**src/hdl/stack_machine_execute_unit_defines.svh**
```systemverilog
// Assertion macros used by the execute unit controller.
`ifndef STACK_MACHINE_EXECUTE_UNIT_DEFINES_SVH
`define STACK_MACHINE_EXECUTE_UNIT_DEFINES_SVH

// Same-cycle implication, sampled on clk_i, off during reset.
`define SMEU_ASSERT_NOW(lbl, ante, cons, msg) \
  lbl: assert property (@(posedge clk_i) disable iff (!rst_ni) (ante) |-> (cons)) \
    else $error(msg);

// Next-cycle implication, sampled on clk_i, off during reset.
`define SMEU_ASSERT_NEXT(lbl, ante, cons, msg) \
  lbl: assert property (@(posedge clk_i) disable iff (!rst_ni) (ante) |=> (cons)) \
    else $error(msg);

`endif

```
**src/hdl/smeu_pkg.sv**
```systemverilog
package smeu_pkg;

  localparam int HEAP_WORDS         = 4096;
  localparam int DATA_STACK_DEPTH   = 1024;
  localparam int RETURN_STACK_DEPTH = 256;
  localparam int LABEL_COUNT        = 65536;

  localparam int HP_AW  = $clog2(HEAP_WORDS);
  localparam int DS_AW  = $clog2(DATA_STACK_DEPTH);
  localparam int DS_DW  = $clog2(DATA_STACK_DEPTH + 1);
  localparam int RS_AW  = $clog2(RETURN_STACK_DEPTH);
  localparam int RS_DW  = $clog2(RETURN_STACK_DEPTH + 1);
  localparam int LAB_AW = $clog2(LABEL_COUNT);

  localparam int OP_W   = 5;
  localparam int WORD_W = 64;
  localparam int ADDR_W = 16;
  localparam int BYTE_W = 8;
  localparam int STAT_W = 3;

  localparam logic [BYTE_W-1:0] CH_ZERO = 8'h30;

  typedef enum logic [OP_W-1:0] {
    OP_PUSH  = 5'd0,  OP_DUP   = 5'd1,  OP_SWAP  = 5'd2,  OP_DROP  = 5'd3,
    OP_ADD   = 5'd4,  OP_SUB   = 5'd5,  OP_MUL   = 5'd6,  OP_DIV   = 5'd7,
    OP_MOD   = 5'd8,  OP_STORE = 5'd9,  OP_FETCH = 5'd10, OP_OUTC  = 5'd11,
    OP_OUTD  = 5'd12, OP_INC   = 5'd13, OP_IND   = 5'd14, OP_MARK  = 5'd15,
    OP_CALL  = 5'd16, OP_JMP   = 5'd17, OP_JZ    = 5'd18, OP_JN    = 5'd19,
    OP_RET   = 5'd20, OP_END   = 5'd21, OP_DEFLAB = 5'd22
  } op_e;

  typedef enum logic [STAT_W-1:0] {
    ST_OK      = 3'd0,
    ST_LABEL   = 3'd1,
    ST_UNDER   = 3'd2,
    ST_OVER    = 3'd3,
    ST_RSTACK  = 3'd4,
    ST_HEAP    = 3'd5,
    ST_DIVZERO = 3'd6
  } status_e;

  typedef struct packed {
    logic       clear;
    logic       accept;
    logic       rd1;
    logic       rd2;
    logic       exec;
    logic       mul_en;
    logic [1:0] mul_step;
    logic       div_start;
    logic       div_cap;
    logic       wb;
    logic       wb2;
    logic       load_out;
  } cmd_t;

  typedef struct packed {
    logic clr_last;
    logic go_mul;
    logic go_div;
    logic go_swap;
    logic div_done;
  } sts_t;

  function automatic logic [WORD_W-1:0] mag(input logic [WORD_W-1:0] v);
    return v[WORD_W-1] ? (~v + 1'b1) : v;
  endfunction

  function automatic logic heap_ok(input logic [WORD_W-1:0] v);
    return !v[WORD_W-1] && (v < WORD_W'(HEAP_WORDS));
  endfunction

endpackage

```
**src/hdl/smeu_ctrl.sv**
```systemverilog
module smeu_ctrl (
  input  logic           clk_i,
  input  logic           rst_ni,
  input  logic           in_valid_i,
  output logic           in_ready_o,
  output logic           out_valid_o,
  input  logic           out_ready_i,
  output smeu_pkg::cmd_t cmd_o,
  input  smeu_pkg::sts_t sts_i
);
  import smeu_pkg::*;
  `include "stack_machine_execute_unit_defines.svh"

  typedef enum logic [3:0] {
    S_CLEAR, S_IDLE, S_RD1, S_RD2, S_EXEC, S_MUL0, S_MUL1, S_MUL2,
    S_DSTART, S_DWAIT, S_WB, S_WB2, S_FIN
  } state_e;

  state_e state_q, state_d;
  logic   out_v_q, out_v_d;
  logic   in_acc;

  always_comb begin
    cmd_o      = '0;
    state_d    = state_q;
    in_ready_o = (state_q == S_IDLE);
    in_acc     = in_ready_o && in_valid_i;
    case (state_q)
      S_CLEAR: begin
        cmd_o.clear = 1'b1;
        if (sts_i.clr_last) state_d = S_IDLE;
      end
      S_IDLE: begin
        if (in_acc) begin
          cmd_o.accept = 1'b1;
          state_d      = S_RD1;
        end
      end
      S_RD1: begin
        cmd_o.rd1 = 1'b1;
        state_d   = S_RD2;
      end
      S_RD2: begin
        cmd_o.rd2 = 1'b1;
        state_d   = S_EXEC;
      end
      S_EXEC: begin
        cmd_o.exec = 1'b1;
        if (sts_i.go_mul)      state_d = S_MUL0;
        else if (sts_i.go_div) state_d = S_DSTART;
        else                   state_d = S_WB;
      end
      S_MUL0: begin
        cmd_o.mul_en   = 1'b1;
        cmd_o.mul_step = 2'd0;
        state_d        = S_MUL1;
      end
      S_MUL1: begin
        cmd_o.mul_en   = 1'b1;
        cmd_o.mul_step = 2'd1;
        state_d        = S_MUL2;
      end
      S_MUL2: begin
        cmd_o.mul_en   = 1'b1;
        cmd_o.mul_step = 2'd2;
        state_d        = S_WB;
      end
      S_DSTART: begin
        cmd_o.div_start = 1'b1;
        state_d         = S_DWAIT;
      end
      S_DWAIT: begin
        if (sts_i.div_done) begin
          cmd_o.div_cap = 1'b1;
          state_d       = S_WB;
        end
      end
      S_WB: begin
        cmd_o.wb = 1'b1;
        state_d  = sts_i.go_swap ? S_WB2 : S_FIN;
      end
      S_WB2: begin
        cmd_o.wb2 = 1'b1;
        state_d   = S_FIN;
      end
      S_FIN: begin
        if (!out_v_q || out_ready_i) begin
          cmd_o.load_out = 1'b1;
          state_d        = S_IDLE;
        end
      end
      default: state_d = S_IDLE;
    endcase
    out_v_d = cmd_o.load_out ? 1'b1 : (out_ready_i ? 1'b0 : out_v_q);
  end

  always_ff @(posedge clk_i or negedge rst_ni) begin
    if (!rst_ni) begin
      state_q <= S_CLEAR;
      out_v_q <= 1'b0;
    end else begin
      state_q <= state_d;
      out_v_q <= out_v_d;
    end
  end

  assign out_valid_o = out_v_q;

  `SMEU_ASSERT_NEXT(a_busy_after_accept, in_acc, !in_ready_o, "ready right after accept")
  `SMEU_ASSERT_NOW(a_no_overwrite, cmd_o.load_out, !out_v_q || out_ready_i,
                   "result overwritten before taken")
  `SMEU_ASSERT_NOW(a_clear_blocks, state_q == S_CLEAR, !in_ready_o,
                   "input taken during label clear")
endmodule

```
**config.mk**
```make
export PLATFORM = sky130hd
export DESIGN_NAME = smeu_ctrl
export DESIGN_NICKNAME = d
export VERILOG_FILES = /design/src/hdl/smeu_pkg.sv /design/src/hdl/smeu_ctrl.sv
export VERILOG_INCLUDE_DIRS = /design/src /design/src/hdl
export SDC_FILE = /design/constraint.sdc
export NUM_CORES = 1
export LEC_CHECK = 0
export BUFFER_PORTS_ARGS = -buffer_cell sky130_fd_sc_hd__buf_2
export CORE_AREA = 3 3 40 42
export DETAILED_ROUTE_END_ITERATION = 12
export DIE_AREA = 0 0 43 45
export GPL_ROUTABILITY_DRIVEN = 0
export HOLD_SLACK_MARGIN = 0.06
export PLACE_DENSITY = 0.66
export SLEW_MARGIN = 40
export SYNTH_ARGS = -nofsm -noshare
export SYNTH_HDL_FRONTEND = slang
export SYNTH_SLANG_ARGS = --single-unit
```
**constraint.sdc**
```tcl
create_clock -name clk_i -period 4.03 [get_ports clk_i]
set_clock_uncertainty 0.15 [all_clocks]
set_input_delay 0.806 -clock clk_i [delete_from_list [all_inputs] [get_ports clk_i]]
set_output_delay 0.806 -clock clk_i [all_outputs]
set_load 0.01 [all_outputs]
```
==> reports/summary.log, run 1 <==
[run_status] result of the run completed
[sta] Hold Worst Slack 219 ps
[grt] number of global-route vias before repair 420
[route] number of search-and-repair iterations in the first detailed-routing pass 4
[placement] DP Wirelength 876 µm
[power] Peak supply drop 0.268 mV
[critical_path] maximum fanout count along the critical path 15
[synth] ranking of synthesized cells by instance count sky130_fd_sc_hd__nor2_1, sky130_fd_sc_hd__nor3_1, sky130_fd_sc_hd__dfrtp_1, sky130_fd_sc_hd__nor2b_1
[critical_path] cells along the critical path nand2b_2, nor3_1, and2_1, buf_2
[floorplanning] die width 43 µm
[clock_network] count of hold-fix buffers inserted at cts 0
[sta] time the worst path needs with I/O delays and setup 2490 ps
[sta] total negative setup slack 0 ps
[clock_network] number of CTS-inserted buffers 3
[clock_network] Post-CTS Repair Setup Buffers 0
[sta] final period utilization 61.7%
[floorplanning] standard-cell rows 13
[sta] fin. max-slew vios 0
[min_path] type of the most critical hold path in -> async
[floorplanning] placeable core region 1280 µm²
[power] power consumption 0.439 mW
[route] WL final 1160 µm
[grt] antenna violations before repair 0
[power] P_leak 0.304 nW
[clock_network] cell at the root of the clock tree sky130_fd_sc_hd__clkbuf_4
[placement] Port-buffer cells 23
[finish] Post-Route Utilization 48.1%
[grt] maximum number of pins on one net before global-route repair 17
[synth] Synth area leaders sky130_fd_sc_hd__dfrtp_1, sky130_fd_sc_hd__nor3_1, sky130_fd_sc_hd__nor2_1, sky130_fd_sc_hd__nor2b_1, sky130_fd_sc_hd__a2111oi_4
[route] detailed router's first-iteration violation count 7
[sta] count of final setup violators 0
[critical_path] data arrival time of the critical path 1530 ps
[power] switching power as a share of total power 48.2%
[synth] post-synth net total 72
[critical_path] type of the setup path with the least slack reg -> out
[synth] number of enable-type register cells in the synthesized netlist 0
[critical_path] R2R Setup Slk 2160 ps
[clock_network] post-CTS sizing 0
[critical_path] worst reg2reg path endpoint state_q[3]
[clock_network] H-Tree Depth 1
[floorplanning] I/O pin cnt 24
[finish] number of diodes added for antenna fixing 0
[sta] max frequency 0.402 GHz
[sta] number of failing hold endpoints at the final stage 0
[route] Wirelength per Cell 11.6 µm
[synth] count of cell types in the netlist 26
[synth] count leader, synth sky130_fd_sc_hd__nor2_1
[floorplanning] Die Outline Area 1940 µm²
[critical_path] kind of end point of the critical path output port
[sta] RSZ-0062 raised after global routing no
[synth] summed instance area of the synthesized netlist 484 µm²
[clock_network] Clock Pin Slew Worst Setup and Hold Paths 40 ps
[critical_path] required arrival time at the worst endpoint 3070 ps
[power] portion of total power attributed to sequential cells 33.3%
[route] via total after detailed routing 520
[synth] top cell type's share of synthesized area 25.8%
[power] Clk network pwr share 13.2%
[sta] Max-slew headroom 65.0%
[clock_network] maximum buffer depth of the clock tree 2
[power] internal power 0.227 mW
[sta] actual slew at the worst max-slew pin 525 ps
[route] Detail Route Antenna Nets 0
[finish] fraction of final layout cells with drive strength greater than 1 36.5%
[synth] cell type with the highest aggregate area in the netlist sky130_fd_sc_hd__dfrtp_1
[synth] Synth Register Bits 5
[critical_path] Register-to-Register Path Depth 4
[clock_network] clock tree from TritonCTS done
[power] switching power summed over all nets 0.212 mW
[floorplanning] effective utilization at floorplan 37.7%
[power] combinational cell fraction of total power 53.5%
[synth] fraction of registers with async set or reset after synthesis 100%
[floorplanning] Die Span Y 45 µm
[run] number of maximum-capacitance violations 0
[finish] Net count, final 95
[grt] GRT Residual Overflow 0
[synth] instance count of the mapped netlist 63
[critical_path] Startpoint Class flop
[synth] mean post-synth cell area 7.69 µm²
[power] areal power density over the cells 710 nW/µm²
[route] Via density 5.20
[clock_network] clock latency of the later-clocked register in the worst-skew pair 240 ps
[grt] aggregate global-route resource usage 12.1%
[critical_path] maximum cell stage delay along the critical path 530 ps
[finish] Area growth syn-to-layout 27.6%
[grt] wire length of the first global-routing pass 1780 µm
[synth] most frequently used flop master after synthesis sky130_fd_sc_hd__dfrtp_1
[clock_network] Num Clock Sinks 5
[critical_path] Crit-path slowest cell sky130_fd_sc_hd__dfrtp_1
[critical_path] r2r startpoint state_q[1]
[synth] Ys Warns 0
[route] total DRC errors in the routed layout 0
[synth] share of the yosys chip area belonging to registers 25.8%
-- placed cells by master, fill, tap and decap left out, types with 3 or more instances in the layout --
cell                       instances
sky130_fd_sc_hd__buf_2            23
sky130_fd_sc_hd__nor2_1            9
sky130_fd_sc_hd__nor3_1            7
sky130_fd_sc_hd__nor2b_1           5
sky130_fd_sc_hd__dfrtp_1           5
sky130_fd_sc_hd__nand2b_1          4
sky130_fd_sc_hd__nand2_1           4
sky130_fd_sc_hd__a21oi_1           4
sky130_fd_sc_hd__inv_1             3
sky130_fd_sc_hd__o21ai_0           3
sky130_fd_sc_hd__clkbuf_4          3
-- kinds of logic (layout without fill, tap and decap cells) --
family | count (synthesis) | in the layout | share of synthesized area (%)
simple gates | 34 | 34 | 38.2
compound gates | 15 | 15 | 25.1
mux | 1 | 1 | 3.10
flops | 5 | 5 | 25.8
buf+inv | 8 | 30 | 7.75
-- worst max-delay path, delay by kind of cell, from the launching register on --
kind,cells,cell delay [ps]
and+or+nand+nor,3,640
buffers and inverters,1,120
DFF,1,530
-- stage by stage --
step                std cells  setup slack, ps  area (µm²)
global placement           96             1740         592
global route              100             1430         618
finish                    100             1540         618
floorplan                  63             1850         484
CTS                       100             1540         618
detailed placement         96             1720         592
-- power groups by stage --
stage | clock, mW | sequential, mW | combinational, mW
global placement | 0 | 0.146 | 0.235
floorplan | 0 | 0.0992 | 0.219
CTS | 0.0604 | 0.145 | 0.239
detailed placement | 0 | 0.146 | 0.238
global route | 0.0640 | 0.152 | 0.265
finish | 0.0581 | 0.146 | 0.235
-- worst max path at each step --
stage / startpoint / depth (start not counted) / slack (ps) / to
2_1_floorplan: out_ready_i / 3 / 1850 / cmd_o[0]
3_3_place_gp: out_ready_i / 4 / 1740 / cmd_o[0]
3_5_place_dp: out_ready_i / 4 / 1720 / cmd_o[0]
4_1_cts: state_q[1] / 4 / 1540 / cmd_o[11]
5_1_grt: state_q[0] / 4 / 1430 / cmd_o[11]
6_report: state_q[1] / 4 / 1540 / cmd_o[11]
-- metal layers --
layer | global-route usage, % | vias up | share of wire [%]
li1 | - | 268 | -
met1 | 15.1 | 239 | 44
met2 | 20.1 | 13 | 51
met3 | 5.18 | 0 | 5.0
met4 | 1.81 | 0 | 0
met5 | 0 | - | 0
-- flip-flops by register name, indices dropped and copies added (netlist names) --
signal,flops
out_valid_o,1
state_q,4
-- final cells by class --
cell class | count | area (µm²)
fill | 145 | 667
timing repair buffer | 23 | 115
inverter | 3 | 11.3
tap | 15 | 18.8
multi-input combinational | 50 | 322
sequential | 5 | 125
clock buffer | 4 | 26.3
Note: power is estimated with default switching activity, not from simulation.
==> run 2: changes to the inputs <==
- ABC_AREA: unset -> 1
- PLACE_DENSITY: 0.66 -> 0.67
- clock period: 4.03 -> 2.4 ns (I/O delays scaled with it)
==> reports/summary.log, run 2 <==
[run_status] result of the run completed [unchanged]
[finish] Net count, final 117 [was 95]
[power] internal power 0.331 mW [was 0.227 mW]
[sta] number of failing hold endpoints at the final stage 0 [unchanged]
[clock_network] Num Clock Sinks 5 [unchanged]
[synth] cell type with the highest aggregate area in the netlist sky130_fd_sc_hd__dfrtp_1 [unchanged]
[power] switching power summed over all nets 0.347 mW [was 0.212 mW]
[clock_network] count of hold-fix buffers inserted at cts 1 [was 0]
[synth] mean post-synth cell area 6.09 µm² [was 7.69 µm²]
[finish] Post-Route Utilization 50.4% [was 48.1%]
[clock_network] clock tree from TritonCTS done [unchanged]
[min_path] type of the most critical hold path in -> reg [was in -> async]
[synth] share of the yosys chip area belonging to registers 25.4% [was 25.8%]
[critical_path] required arrival time at the worst endpoint 1770 ps [was 3070 ps]
[clock_network] post-CTS sizing 0 [unchanged]
[synth] Synth Register Bits 5 [unchanged]
[min_path] worst hold path cell count 2
[grt] wire length of the first global-routing pass 1990 µm [was 1780 µm]
[route] total DRC errors in the routed layout 0 [unchanged]
[floorplanning] Die Span Y 45 µm [unchanged]
[floorplanning] placeable core region 1280 µm² [unchanged]
[grt] number of global-route vias before repair 479 [was 420]
[synth] ranking of synthesized cells by instance count sky130_fd_sc_hd__nor2_1, sky130_fd_sc_hd__nand2_1, sky130_fd_sc_hd__inv_1, sky130_fd_sc_hd__dfrtp_1 [was sky130_fd_sc_hd__nor2_1, sky130_fd_sc_hd__nor3_1, sky130_fd_sc_hd__dfrtp_1, sky130_fd_sc_hd__nor2b_1]
[sta] total negative setup slack 0 ps [unchanged]
[sta] time the worst path needs with I/O delays and setup 1930 ps
[grt] antenna violations before repair 0 [unchanged]
[placement] pre-CTS setup slack 745 ps [was 1720 ps]
[sta] count of final setup violators 0 [unchanged]
[route] Detail Route Antenna Nets 0 [unchanged]
[critical_path] maximum fanout count along the critical path 6 [was 15]
[clock_network] maximum buffer depth of the clock tree 2 [unchanged]
[floorplanning] effective utilization at floorplan 38.4% [was 37.7%]
[finish] final cell count without fillers 122 [was 100]
[critical_path] type of the setup path with the least slack reg -> out [unchanged]
[floorplanning] standard-cell rows 13 [unchanged]
[min_path] Hold Path End out_valid_o
[clock_network] Post-CTS Repair Setup Buffers 0 [unchanged]
[finish] number of diodes added for antenna fixing 0 [unchanged]
[sta] Final WS setup 474 ps [was 1540 ps]
[synth] count of cell types in the netlist 17 [was 26]
[sta] Max-slew headroom 79.9% [was 65.0%]
[floorplanning] die width 43 µm [unchanged]
[grt] maximum number of pins on one net before global-route repair 9 [was 17]
[sta] RSZ-0062 raised after global routing no [unchanged]
[critical_path] R2R Setup Slk 980 ps [was 2160 ps]
[power] areal power density over the cells 1050 nW/µm² [was 710 nW/µm²]
[power] P_leak 0.388 nW [was 0.304 nW]
[critical_path] Register-to-Register Path Depth 6 [was 4]
[critical_path] worst reg2reg path endpoint state_q[3] [unchanged]
[floorplanning] Die Outline Area 1940 µm² [unchanged]
[synth] Ys Warns 0 [unchanged]
[route] detailed router's first-iteration violation count 12 [was 7]
[synth] Synth area leaders sky130_fd_sc_hd__dfrtp_1, sky130_fd_sc_hd__nor2_1, sky130_fd_sc_hd__nand2_1, sky130_fd_sc_hd__inv_1, sky130_fd_sc_hd__nand2_4 [was sky130_fd_sc_hd__dfrtp_1, sky130_fd_sc_hd__nor3_1, sky130_fd_sc_hd__nor2_1, sky130_fd_sc_hd__nor2b_1, sky130_fd_sc_hd__a2111oi_4]
[finish] register containing the most flip-flops in the final layout state_q [unchanged]
[sta] actual slew at the worst max-slew pin 301 ps [was 525 ps]
[critical_path] data arrival time of the critical path 1300 ps [was 1530 ps]
[synth] instance count of the mapped netlist 81 [was 63]
[sta] final period utilization 80.3%
[synth] number of enable-type register cells in the synthesized netlist 0 [unchanged]
[floorplanning] I/O pin cnt 24 [unchanged]
[critical_path] Startpoint Class flop [unchanged]
[clock_network] cell at the root of the clock tree sky130_fd_sc_hd__clkbuf_4 [unchanged]
[synth] top cell type's share of synthesized area 25.4% [was 25.8%]
[clock_network] clock latency of the later-clocked register in the worst-skew pair 230 ps [was 240 ps]
[route] Via density 4.56 [was 5.20]
[synth] count leader, synth sky130_fd_sc_hd__nor2_1 [unchanged]
[placement] number of placed instances with taps included 117 [was 96]
[clock_network] number of CTS-inserted buffers 3 [unchanged]
[clock_network] Clock Pin Slew Worst Setup and Hold Paths 40 ps [about the same]
[finish] number of flip-flops in the largest register 4 [unchanged]
[power] combinational cell fraction of total power 63.7% [was 53.5%]
[finish] Area growth syn-to-layout 31.5% [was 27.6%]
[placement] Port-buffer cells 23 [unchanged]
[power] switching power as a share of total power 51.2% [was 48.2%]
[synth] post-synth net total 90 [was 72]
[route] via total after detailed routing 556 [was 520]
[critical_path] r2r startpoint state_q[0] [was state_q[1]]
[finish] most frequent cells in the layout sky130_fd_sc_hd__nor2_1, sky130_fd_sc_hd__buf_2, sky130_fd_sc_hd__nand2_1 [was sky130_fd_sc_hd__buf_2, sky130_fd_sc_hd__nor2_1, sky130_fd_sc_hd__nor3_1]
[power] Clk network pwr share 13.7% [was 13.2%]
[clock_network] H-Tree Depth 1 [unchanged]
[power] Peak supply drop 0.557 mV [was 0.268 mV]
[grt] aggregate global-route resource usage 13.8% [was 12.1%]
[power] power consumption 0.677 mW [was 0.439 mW]
[run] number of maximum-capacitance violations 0 [unchanged]
[power] portion of total power attributed to sequential cells 22.6% [was 33.3%]
[synth] fraction of registers with async set or reset after synthesis 100% [unchanged]
[route] number of search-and-repair iterations in the first detailed-routing pass 4 [unchanged]
[sta] fin. max-slew vios 0 [unchanged]
[placement] DP Wirelength 1060 µm [was 876 µm]
[min_path] critical hold path startpoint out_ready_i
[grt] GRT Residual Overflow 0 [unchanged]
[critical_path] kind of end point of the critical path output port [unchanged]
[finish] fraction of final layout cells with drive strength greater than 1 33.6% [was 36.5%]
[synth] summed instance area of the synthesized netlist 493 µm² [was 484 µm²]
[sta] max frequency 0.519 GHz
[synth] most frequently used flop master after synthesis sky130_fd_sc_hd__dfrtp_1 [unchanged]
[route] WL final 1230 µm [was 1160 µm]
[route] Wirelength per Cell 10.0 µm [was 11.6 µm]
## run 2: through the flow
step / hold WS [ps] / cell area, µm²
final: 298 / 648
after global routing: 288 / 648
after CTS: 290 / 648
after detailed placement: 151 / 612
after global placement: 153 / 612
after floorplan: 34.4 / 493
## run 2: how the worst max path moves through the flow
| stage | startpoint | to | slack (ps) | cells past startpoint |
|---|---|---|---|---|
| 2_1_floorplan | state_q[0] | cmd_o[0] | 880 | 4 |
| 3_3_place_gp | state_q[0] | cmd_o[0] | 760 | 4 |
| 3_5_place_dp | state_q[3] | cmd_o[6] | 740 | 4 |
| 4_1_cts | state_q[3] | cmd_o[6] | 480 | 4 |
| 5_1_grt | state_q[0] | cmd_o[0] | 370 | 4 |
| 6_report | state_q[3] | cmd_o[6] | 470 | 4 |
## run 2: cells by family (layout without fill, tap and decap cells)
kind of cell,Yosys count,after routing,share of synthesized area (%)
simple gates,57,57,56.3
buf+inv,14,40,13.2
flops,5,5,25.4
compound gates,5,5,5.08
## run 2: routing by layer
layer / share of wire (%) / vias to the layer above / wire length (µm) / track usage, %
li1: - / 305 / - / -
met5: 0 / - / 0 / 0
met2: 53 / 10 / 644 / 22.8
met1: 44 / 241 / 543 / 18.0
met4: 0 / 0 / 0 / 3.61
met3: 3.1 / 0 / 38 / 3.59
## run 2: final cells by class
type / instances / area (µm²)
Clock buffer: 4 / 26.3
Multi-Input combinational cell: 62 / 303
Inverter: 12 / 50.0
Fill cell: 143 / 637
Timing Repair Buffer: 24 / 125
Tap cell: 15 / 18.8
Sequential cell: 5 / 125
## run 2: critical path: stages, from the launching register on
cell                      delay, ps
sky130_fd_sc_hd__dfrtp_1        430
sky130_fd_sc_hd__inv_2          140
sky130_fd_sc_hd__nand2_1        110
sky130_fd_sc_hd__nor2_1         210
sky130_fd_sc_hd__buf_2          170
## run 2: power by group through the flow
stage                     clock network, mW  logic (mW)  registers (mW)
after floorplan                           0       0.337           0.140
after global placement                    0       0.432           0.153
after detailed placement                  0       0.430           0.156
after CTS                            0.0988       0.434           0.154
after global routing                  0.106       0.489           0.162
final                                0.0929       0.431           0.153
